`src/rtl/m3i_ram.sv`:
```
module m3i_ram #(
    parameter int WIDTH = 32,
    parameter int DEPTH = 9,
    localparam int AW = (DEPTH > 1) ? $clog2(DEPTH) : 1
) (
    input  logic             aclk,
    input  logic             we,
    input  logic [AW-1:0]    waddr,
    input  logic [WIDTH-1:0] wdata,
    input  logic [AW-1:0]    raddr,
    output logic [WIDTH-1:0] rdata
);

    logic [WIDTH-1:0] mem [DEPTH];

    always_ff @(posedge aclk) begin
        if (we) begin
            mem[waddr] <= wdata;
        end
        rdata <= mem[raddr];
    end

endmodule

```
`config.mk`:
```
export PLATFORM = sky130hd
export DESIGN_NAME = m3i_ram
export DESIGN_NICKNAME = d
export VERILOG_FILES = /design/src/rtl/m3i_ram.sv
export SDC_FILE = /design/constraint.sdc
export NUM_CORES = 1
export LEC_CHECK = 0
export BUFFER_PORTS_ARGS = -buffer_cell sky130_fd_sc_hd__buf_2
export CORE_UTILIZATION = 60
export CTS_CLUSTER_SIZE = 40
export DETAILED_ROUTE_END_ITERATION = 7
export HOLD_SLACK_MARGIN = 0.15
export PLACE_DENSITY_LB_ADDON = 0.2
export SYNTH_ARGS = -nofsm -noshare
export SYNTH_HDL_FRONTEND = slang
export SYNTH_SLANG_ARGS = --single-unit
```
`constraint.sdc`:
```
create_clock -name aclk -period 6.35 [get_ports aclk]
set_clock_uncertainty 0.1 [all_clocks]
set_input_delay 1.5875 -clock aclk [delete_from_list [all_inputs] [get_ports aclk]]
set_output_delay 1.5875 -clock aclk [all_outputs]
set_load 0.01 [all_outputs]
```
==> impl_metrics.json, run 1 <==
{
  "status": "finished clean",
  "cts_buffer_depth": 3,
  "seqCellArea_mm2": 0.009289,
  "die_width_um": 142.8,
  "slowest_delay_ps": 730,
  "most-common-layout-cells": "edfxtp_1, buf_2, mux2i_1, mux2_2, nand2_1",
  "clockRootBuffer": "clkbuf_16",
  "synthCells": 629,
  "multiInputGateArea_mm2": 0.002484,
  "rows": 51,
  "ys_seq_area_share_pct": 78.09,
  "totalWireLength_um": 21710,
  "cts.sinks": 320,
  "cap_viol_max_count": 0,
  "final.period_utilization_pct": 52.35,
  "first_global_vias": 6123,
  "crit_required_ps": 6650,
  "power.density_mw_per_mm2": 333.3,
  "slowest_stage": "buf_6",
  "dieArea_mm2": 0.02039,
  "synth_area_per_cell_um2": 18.91,
  "setup_tns_ps": 0,
  "worstReg2RegStart": "mem[3][5]$_DFFE_PP_",
  "drtPass1Iterations": 5,
  "cts-buffers-inserted": 31,
  "numPortBuffers": 73,
  "num_antenna_cells": 0,
  "nFillCells": 1188,
  "wl_per_cell_um": 21.71,
  "relSlewSlack_pct": 18.76,
  "post_cts_buffers": 0,
  "synth_nets": 671,
  "hold_buffers": 0,
  "io_pins": 74,
  "drive_gt1_share_pct": 31.02,
  "synth_warnings": 0,
  "critPathKind": "input port to flip-flop",
  "grt_usage_pct": 22.37,
  "crit_start": "raddr[0]",
  "path_clk_slew_ps": 60,
  "core_area_mm2": 0.01946,
  "clock_latency_ps": 550,
  "worstMarginPinSlew_ps": 1216,
  "via_count": 5922,
  "cp_top_family": "buffers and inverters",
  "ir_drop_mv": 0.2292,
  "die_y_um": 142.8,
  "fin_crit_ps": 3324,
  "setup_viol": 0,
  "fin_util_pct": 70.21,
  "gp_congestion": 0.7158,
  "hold_class": "flip-flop to flip-flop",
  "start_kind": "input port",
  "drt_iter0_markers": 479,
  "grt_pass1_wl_um": 33820,
  "layout_commonest_cell": "edfxtp_1",
  "fin_nets": 752,
  "grt_max_degree": 102,
  "antenna_left": 0,
  "grt_setup_unrepaired": "false",
  "cp-end-kind": "flip-flop",
  "post_cts_resized": 0,
  "antenna_found_initial": 1,
  "crit_buf_inv": 2,
  "hp-start": "mem[8][17]$_DFFE_PP_",
  "synth.distinct_cells": 20,
  "vias_per_cell": 5.922,
  "mappedNetlistArea_mm2": 0.01190,
  "htree_levels": 1,
  "final_hold_viol_count": 0,
  "ys_ff_latch": 320,
  "fmax_mhz": 300.8,
  "p_leak_uw": 0.004758,
  "cts_tree": "done",
  "hpwl_um": 11340,
  "slew_violations": 0,
  "drc": 0,
  "cp_cell_sequence": "buf_6 -> buf_4 -> mux2_2 -> o22ai_1 -> o31ai_2",
  "initial_core_util_pct": 61.12,
  "critPathArrivalTime_ps": 3630,
  "area_delta_synth_final_pct": 14.87,
  "overflow": 0,
  "critPathMaxFanout": 101
}
-- per-layer routing --
layer / wire length (um) / vias to the layer above / track usage, % / part of all wire, %
met1: 9407 / 3038 / 30.10 / 43
met4: 391 / 2 / 5.150 / 1.8
met3: 1051 / 35 / 3.387 / 4.8
met2: 10850 / 162 / 38.73 / 50
met5: 11 / - / 0 / 0.051
li1: - / 2685 / - / -
-- cell families (layout without fill, tap and decap cells) --
| family | Yosys count | after routing | share of synthesized area (%) |
|---|---|---|---|
| flops | 320 | 320 | 78.09 |
| mux | 128 | 128 | 11.44 |
| compound gates | 96 | 96 | 6.984 |
| simple gates | 51 | 51 | 1.809 |
| buf+inv | 34 | 140 | 1.672 |
-- Yosys cell counts, drive strengths merged --
| cell | count | area [um^2] |
|---|---|---|
| a22o | 32 | 280.3 |
| buf | 14 | 123.9 |
| clkbuf | 20 | 75.07 |
| dfxtp | 32 | 640.6 |
| edfxtp | 288 | 8648 |
| mux2 | 64 | 720.7 |
| mux2i | 64 | 640.6 |
| nand2 | 35 | 131.4 |
| nand2b | 3 | 18.77 |
| nand3b | 1 | 7.510 |
| nor2 | 7 | 26.28 |
| nor2b | 1 | 6.260 |
| nor3 | 2 | 10.01 |
| nor4 | 1 | 6.260 |
| o22ai | 32 | 200.2 |
| o31ai | 32 | 350.3 |
| or3b | 1 | 8.760 |
-- path summary, 6_finish.rpt --
| path | slack [ps] | cells after the start | to |
|---|---|---|---|
| setup / recovery | 3030 | 5 | rdata[24]$_DFF_P_ |
| hold reg to reg | 360 | 2 | rdata[17]$_DFF_P_ |
| hold / removal | 360 | 2 | rdata[17]$_DFF_P_ |
| setup reg to reg | 5140 | 3 | rdata[5]$_DFF_P_ |
-- layout make-up --
type                    instances  area share (%)
clock inverters                15           1.905
multi-input cells             275           18.18
clock buffers                  43           6.300
well taps                     265           2.427
repair buffers                 82           3.214
flip-flops and latches        320           67.98
-- per-stage QoR --
step | cell area, um^2 | std cells | hold WS (ps) | power (uW) | setup slack, ps
after detailed placement | 12540 | 942 | 340.5 | 2632 | 2439
final | 13660 | 1000 | 356.1 | 4554 | 3026
after floorplan | 11900 | 629 | 317.6 | 2543 | 944.5
after global placement | 12540 | 942 | 337.9 | 2620 | 2531
after CTS | 13660 | 1000 | 359.3 | 4580 | 2989
after global routing | 13660 | 1000 | 368.6 | 4686 | 2872
-- registers in the layout, summed over array words and instances (netlist names) --
signal / count
rdata: 32
mem: 288
-- power by group --
group | internal (uW) | switching [uW]
clock network | 1230 | 737
logic | 87.7 | 136
registers | 2350 | 13.1
-- worst register-to-register path, delay by kind of cell (launching register included) --
kind / cells / cell delay [ps]
multiplexers: 1 / 60
AO/OA/AOI/OAI: 2 / 610
flip-flops: 1 / 320
Power figures use the tool's default switching activity.
==> inputs of run 2 (changes only) <==
==> constraint.sdc (replaced) <==
create_clock -name aclk -period 3.1 [get_ports aclk]
set_clock_uncertainty 0.1 [all_clocks]
set_input_delay 0.775 -clock aclk [delete_from_list [all_inputs] [get_ports aclk]]
set_output_delay 0.775 -clock aclk [all_outputs]
set_load 0.01 [all_outputs]
==> run 2 against run 1 <==
Effect of this change:
- combinational power increased by 120%
- global-route usage increased by 0.31 points
- worst setup slack got worse by 1900 ps
- cell area increased by 1.1%
- routed wire length increased by 2.0%
- sequential power increased by 110%
- die area unchanged
- first-iteration DRC count decreased by 11%
- total power increased by 100%
- register-to-register slack got worse by 3200 ps
==> impl_metrics.json, run 2 (same netlist as run 1, synthesis figures left out) <==
{
  "drt-met1-wl_um": 9191,
  "grt_pass1_wl_um": 34100,
  "io_pins": 74,
  "final_hold_viol_count": 0,
  "hp-start": "mem[8][11]$_DFFE_PP_",
  "cap_viol_max_count": 0,
  "dr_wl_met2_um": 11130,
  "whs_path_depth": 2,
  "endpoint": "mem[6][15]$_DFFE_PP_",
  "cp-end-kind": "flip-flop",
  "wl_met3_um": 1277,
  "rr_worst_depth": 3,
  "reg_top3": "mem: 288 flops, rdata: 32 flops",
  "setup_slack_ps": 1153,
  "cts.sinks": 320,
  "first_global_vias": 6196,
  "highest_layer": "met4",
  "overflow": 0,
  "totalWireLength_um": 22140,
  "setup_viol": 0,
  "hold_ws_ps": 353.7,
  "initial_core_util_pct": 61.12,
  "grt_max_degree": 33,
  "drc": 0,
  "grt_usage_pct": 22.68,
  "fin_nets": 768,
  "crit_buf_inv": 2,
  "antenna_left": 0,
  "post_cts_buffers": 0,
  "via_count": 6012,
  "numPortBuffers": 73,
  "critPathKind": "input port to flip-flop",
  "rows": 51,
  "vias_per_cell": 5.923,
  "drive_gt1_share_pct": 32.80,
  "hold_class": "flip-flop to flip-flop",
  "critPathMaxFanout": 17,
  "clock_latency_ps": 540,
  "num_antenna_cells": 0,
  "slowest_delay_ps": 550,
  "start_kind": "input port",
  "p_leak_uw": 0.004854,
  "crit_required_ps": 3240,
  "fin_crit_ps": 1947,
  "wl_per_cell_um": 21.81,
  "pre_cts_slack_ps": 603.2,
  "gp_congestion": 0.7383,
  "die_y_um": 142.8,
  "crit_start": "waddr[3]",
  "power.density_mw_per_mm2": 661.3,
  "rr_endpoint": "rdata[29]$_DFF_P_",
  "antenna_found_initial": 0,
  "slew_violations": 0,
  "status": "finished clean",
  "clockRootBuffer": "clkbuf_16",
  "crit_cells": 4,
  "cp_top_family": "simple AND/OR/NAND/NOR gates",
  "dieArea_mm2": 0.02039,
  "worstReg2RegStart": "mem[7][29]$_DFFE_PP_",
  "ir_drop_mv": 0.4671,
  "area_delta_synth_final_pct": 16.19,
  "cts_tree": "done",
  "path_clk_slew_ps": 60,
  "die_width_um": 142.8,
  "grt_setup_unrepaired": "false",
  "fmax_mhz": 513.6,
  "critPathArrivalTime_ps": 2090,
  "hold_buffers": 0,
  "drtPass1Iterations": 4,
  "cts-buffers-inserted": 30,
  "cp_cell_sequence": "buf_2 -> nand3b_1 -> nor2_4 -> buf_12",
  "slowest_stage": "nor2_4",
  "cts_buffer_depth": 3,
  "final.period_utilization_pct": 62.80,
  "htree_levels": 1,
  "nFillCells": 1176,
  "relSlewSlack_pct": 51.86,
  "most-common-layout-cells": "edfxtp_1, buf_2, mux2i_1, mux2_2, nand2_1",
  "post_cts_resized": 0,
  "worstMarginPinSlew_ps": 722.1,
  "r2r_slack_ps": 1910,
  "regMostFlops": "mem",
  "hpwl_um": 12680,
  "largest_reg_flops": 288,
  "layout_commonest_cell": "edfxtp_1",
  "drt_iter0_markers": 427,
  "core_area_mm2": 0.01946
}
==> run 2: cell type report <==
cell class | instances | area [um^2] | share of cell area (%)
timing repair buffer | 99 | 641.9 | 4.644
sequential | 320 | 9289 | 67.21
clock buffer | 44 | 904.6 | 6.545
multi-input combinational | 275 | 2495 | 18.05
clock inverter | 12 | 158.9 | 1.150
tap | 265 | 331.6 | 2.399
==> run 2: per-layer routing <==
layer,vias up,global-route usage [%]
met2,197,38.03
met1,3054,30.84
met4,0,6.791
met3,47,3.655
met5,-,0
li1,2714,-
==> run 2: power by group <==
group	total (uW)	internal (uW)	switching [uW]	leakage, uW
clock network	3820	2340	1480	0.000531
registers	4840	4810	27.2	0.00287
logic	480	192	287	0.00145
==> run 2: worst min-delay path by stage <==
stage / endpoint / slack [ps]
5_1_grt: rdata[8]$_DFF_P_ / 370
4_1_cts: rdata[11]$_DFF_P_ / 360
2_1_floorplan: rdata[30]$_DFF_P_ / 320
3_5_place_dp: rdata[11]$_DFF_P_ / 340
3_3_place_gp: rdata[3]$_DFF_P_ / 330
6_report: rdata[11]$_DFF_P_ / 350
==> run 2: tightest hold or removal path: cells and delay by family, from the launching register on <==
kind	cells	cell delay, ps
compound gates	1	50
simple gates	1	50
flops	1	320
==> run 2: metrics by stage <==
step	std cells	TNS (ps)	utilization, %	total power (uW)	instance area, um^2
after global placement	959	0	65.55	5390	12760
after CTS	1015	0	71.01	9191	13820
after floorplan	629	-9519	-	5209	11920
after global routing	1015	0	71.01	9395	13820
final	1015	0	71.01	9140	13820
after detailed placement	959	0	65.55	5410	12760
==> inputs of run 3 (changes only) <==
==> constraint.sdc (replaced) <==
create_clock -name aclk -period 1.8 [get_ports aclk]
set_clock_uncertainty 0.1 [all_clocks]
set_input_delay 0.45 -clock aclk [delete_from_list [all_inputs] [get_ports aclk]]
set_output_delay 0.45 -clock aclk [all_outputs]
set_load 0.01 [all_outputs]
==> run 3 against run 2 <==
Effect of this change:
- worst setup slack got worse by 910 ps
- sequential power rose by 72%
- sequential cell count did not move
- cell area rose by 4.2%
- clock power rose by 66%
- clock-buffer cell count fell by 4
- via count rose by 0.90%
- die area did not move
- sequential share of layout area fell by 2.7 points
- worst hold slack got worse by 190 ps
- combinational power rose by 95%
- critical path type is now flip-flop to primary output
==> impl_metrics.json, run 3 (same netlist as run 1, synthesis figures left out) <==
{
  "status": "finished clean",
  "cts-buffers-inserted": 31,
  "totalWireLength_um": 22310,
  "crit_required_ps": 1250,
  "die_y_um": 142.8,
  "grt_max_degree": 65,
  "fmax_mhz": 640.2,
  "cp_top_family": "flip-flops",
  "die_width_um": 142.8,
  "gp_congestion": 0.7300,
  "reg_top3": "mem: 288 flops, rdata: 32 flops",
  "grt_pass1_wl_um": 34720,
  "largest_reg_flops": 288,
  "final.period_utilization_pct": 86.77,
  "drc": 0,
  "instances_no_fill": 1055,
  "crit_buf_inv": 1,
  "hpwl_um": 13120,
  "drtPass1Iterations": 5,
  "drt_iter0_markers": 442,
  "hold_ws_ps": 166.0,
  "rows": 51,
  "ir_drop_mv": 0.8317,
  "hold_class": "input port to flip-flop",
  "grt_setup_unrepaired": "false",
  "drive_gt1_share_pct": 32.15,
  "antenna_left": 0,
  "grt_usage_pct": 22.82,
  "layout_commonest_cell": "edfxtp_1",
  "cap_viol_max_count": 0,
  "vias_per_cell": 5.750,
  "clockRootBuffer": "clkbuf_16",
  "cts.sinks": 320,
  "clock_latency_ps": 540,
  "initial_core_util_pct": 61.12,
  "placedCellCount": 966,
  "start_kind": "flip-flop",
  "cp-end-kind": "primary output",
  "fin_nets": 807,
  "cp_cell_sequence": "buf_2",
  "power.density_mw_per_mm2": 1085,
  "htree_levels": 1,
  "dieArea_mm2": 0.02039,
  "via_count": 6066,
  "fin_crit_ps": 1562,
  "wl_per_cell_um": 21.15,
  "cts_tree": "done",
  "nFillCells": 1126,
  "io_pins": 74,
  "worstMarginPinSlew_ps": 353.0,
  "final_hold_viol_count": 0,
  "setup_viol": 0,
  "most-common-layout-cells": "edfxtp_1, buf_2, mux2i_1, mux2_2, nand2_1",
  "relSlewSlack_pct": 76.47,
  "cts_buffer_depth": 3,
  "regMostFlops": "mem",
  "path_clk_slew_ps": 60,
  "critPathMaxFanout": 1,
  "antenna_found_initial": 0,
  "slew_violations": 0,
  "num_antenna_cells": 0,
  "slowest_delay_ps": 330,
  "overflow": 0,
  "post_cts_resized": 0,
  "slowest_stage": "dfxtp_1",
  "first_global_vias": 6131,
  "p_leak_uw": 0.005067,
  "core_area_mm2": 0.01946,
  "critPathKind": "flip-flop to primary output",
  "numPortBuffers": 73,
  "area_delta_synth_final_pct": 21.03,
  "critPathArrivalTime_ps": 1010
}
==> run 3: changes by cell type in the layout (fill, tap and decap cells not counted), sizes merged, moves of 2 or more <==
cell,change
buf,+7
clkinvlp,+2
dlygate4sd3,+31
clkbuf,-4
inv,+2
clkinv,+3
==> run 3: cell type report <==
class | instances | area [um^2] | area share (%)
multi-input combinational | 275 | 2510 | 17.43
tap | 265 | 331.6 | 2.303
clock buffer | 40 | 849.6 | 5.901
clock inverter | 18 | 173.9 | 1.208
timing repair buffer | 137 | 1242 | 8.630
sequential | 320 | 9289 | 64.52
==> run 3: per-stage QoR <==
| step | util, % | cell area (um^2) | power [uW] | TNS [ps] | worst slack [ps] |
|---|---|---|---|---|---|
| global route | 73.97 | 14400 | 16070 | 0 | 195.1 |
| global placement | 67.12 | 13060 | 9334 | -7561 | -76.73 |
| finish | 73.97 | 14400 | 15620 | 0 | 238.1 |
| detailed placement | 67.12 | 13060 | 9369 | -9384 | -86.14 |
| floorplan | - | 11980 | 8978 | -55490 | -459.2 |
| CTS | 73.97 | 14400 | 15690 | 0 | 226.6 |
==> run 3: layer usage <==
layer | vias to the layer above | global-route usage, % | wire (um)
met5 | - | 0 | 0
met4 | 0 | 5.150 | 301
met3 | 26 | 3.353 | 1119
met2 | 172 | 37.56 | 11050
met1 | 3080 | 32.64 | 9838
li1 | 2788 | - | -
==> run 3: path summary, 6_finish.rpt <==
| path | from | endpoint | depth (start not counted) | slack, ps |
|---|---|---|---|---|
| worst min-delay path | wdata[30] | mem[3][30]$_DFFE_PP_ | 1 | 170 |
| worst max register to register | mem[2][5]$_DFFE_PP_ | rdata[5]$_DFF_P_ | 3 | 590 |
| worst max-delay path | rdata[6]$_DFF_P_ | rdata[6] | 1 | 240 |
| worst min register to register | mem[8][2]$_DFFE_PP_ | rdata[2]$_DFF_P_ | 2 | 350 |
==> run 3: power by group <==
| group | switching, uW | internal [uW] | total, uW |
|---|---|---|---|
| clock network | 2590 | 3760 | 6350 |
| logic | 519 | 419 | 938 |
| registers | 48.1 | 8290 | 8340 |
==> run 3: repair_timing <==
item                                   CTS  global route
endpoints found under the hold margin  279             0
hold buffers                            31             0
setup buffers                            0             0
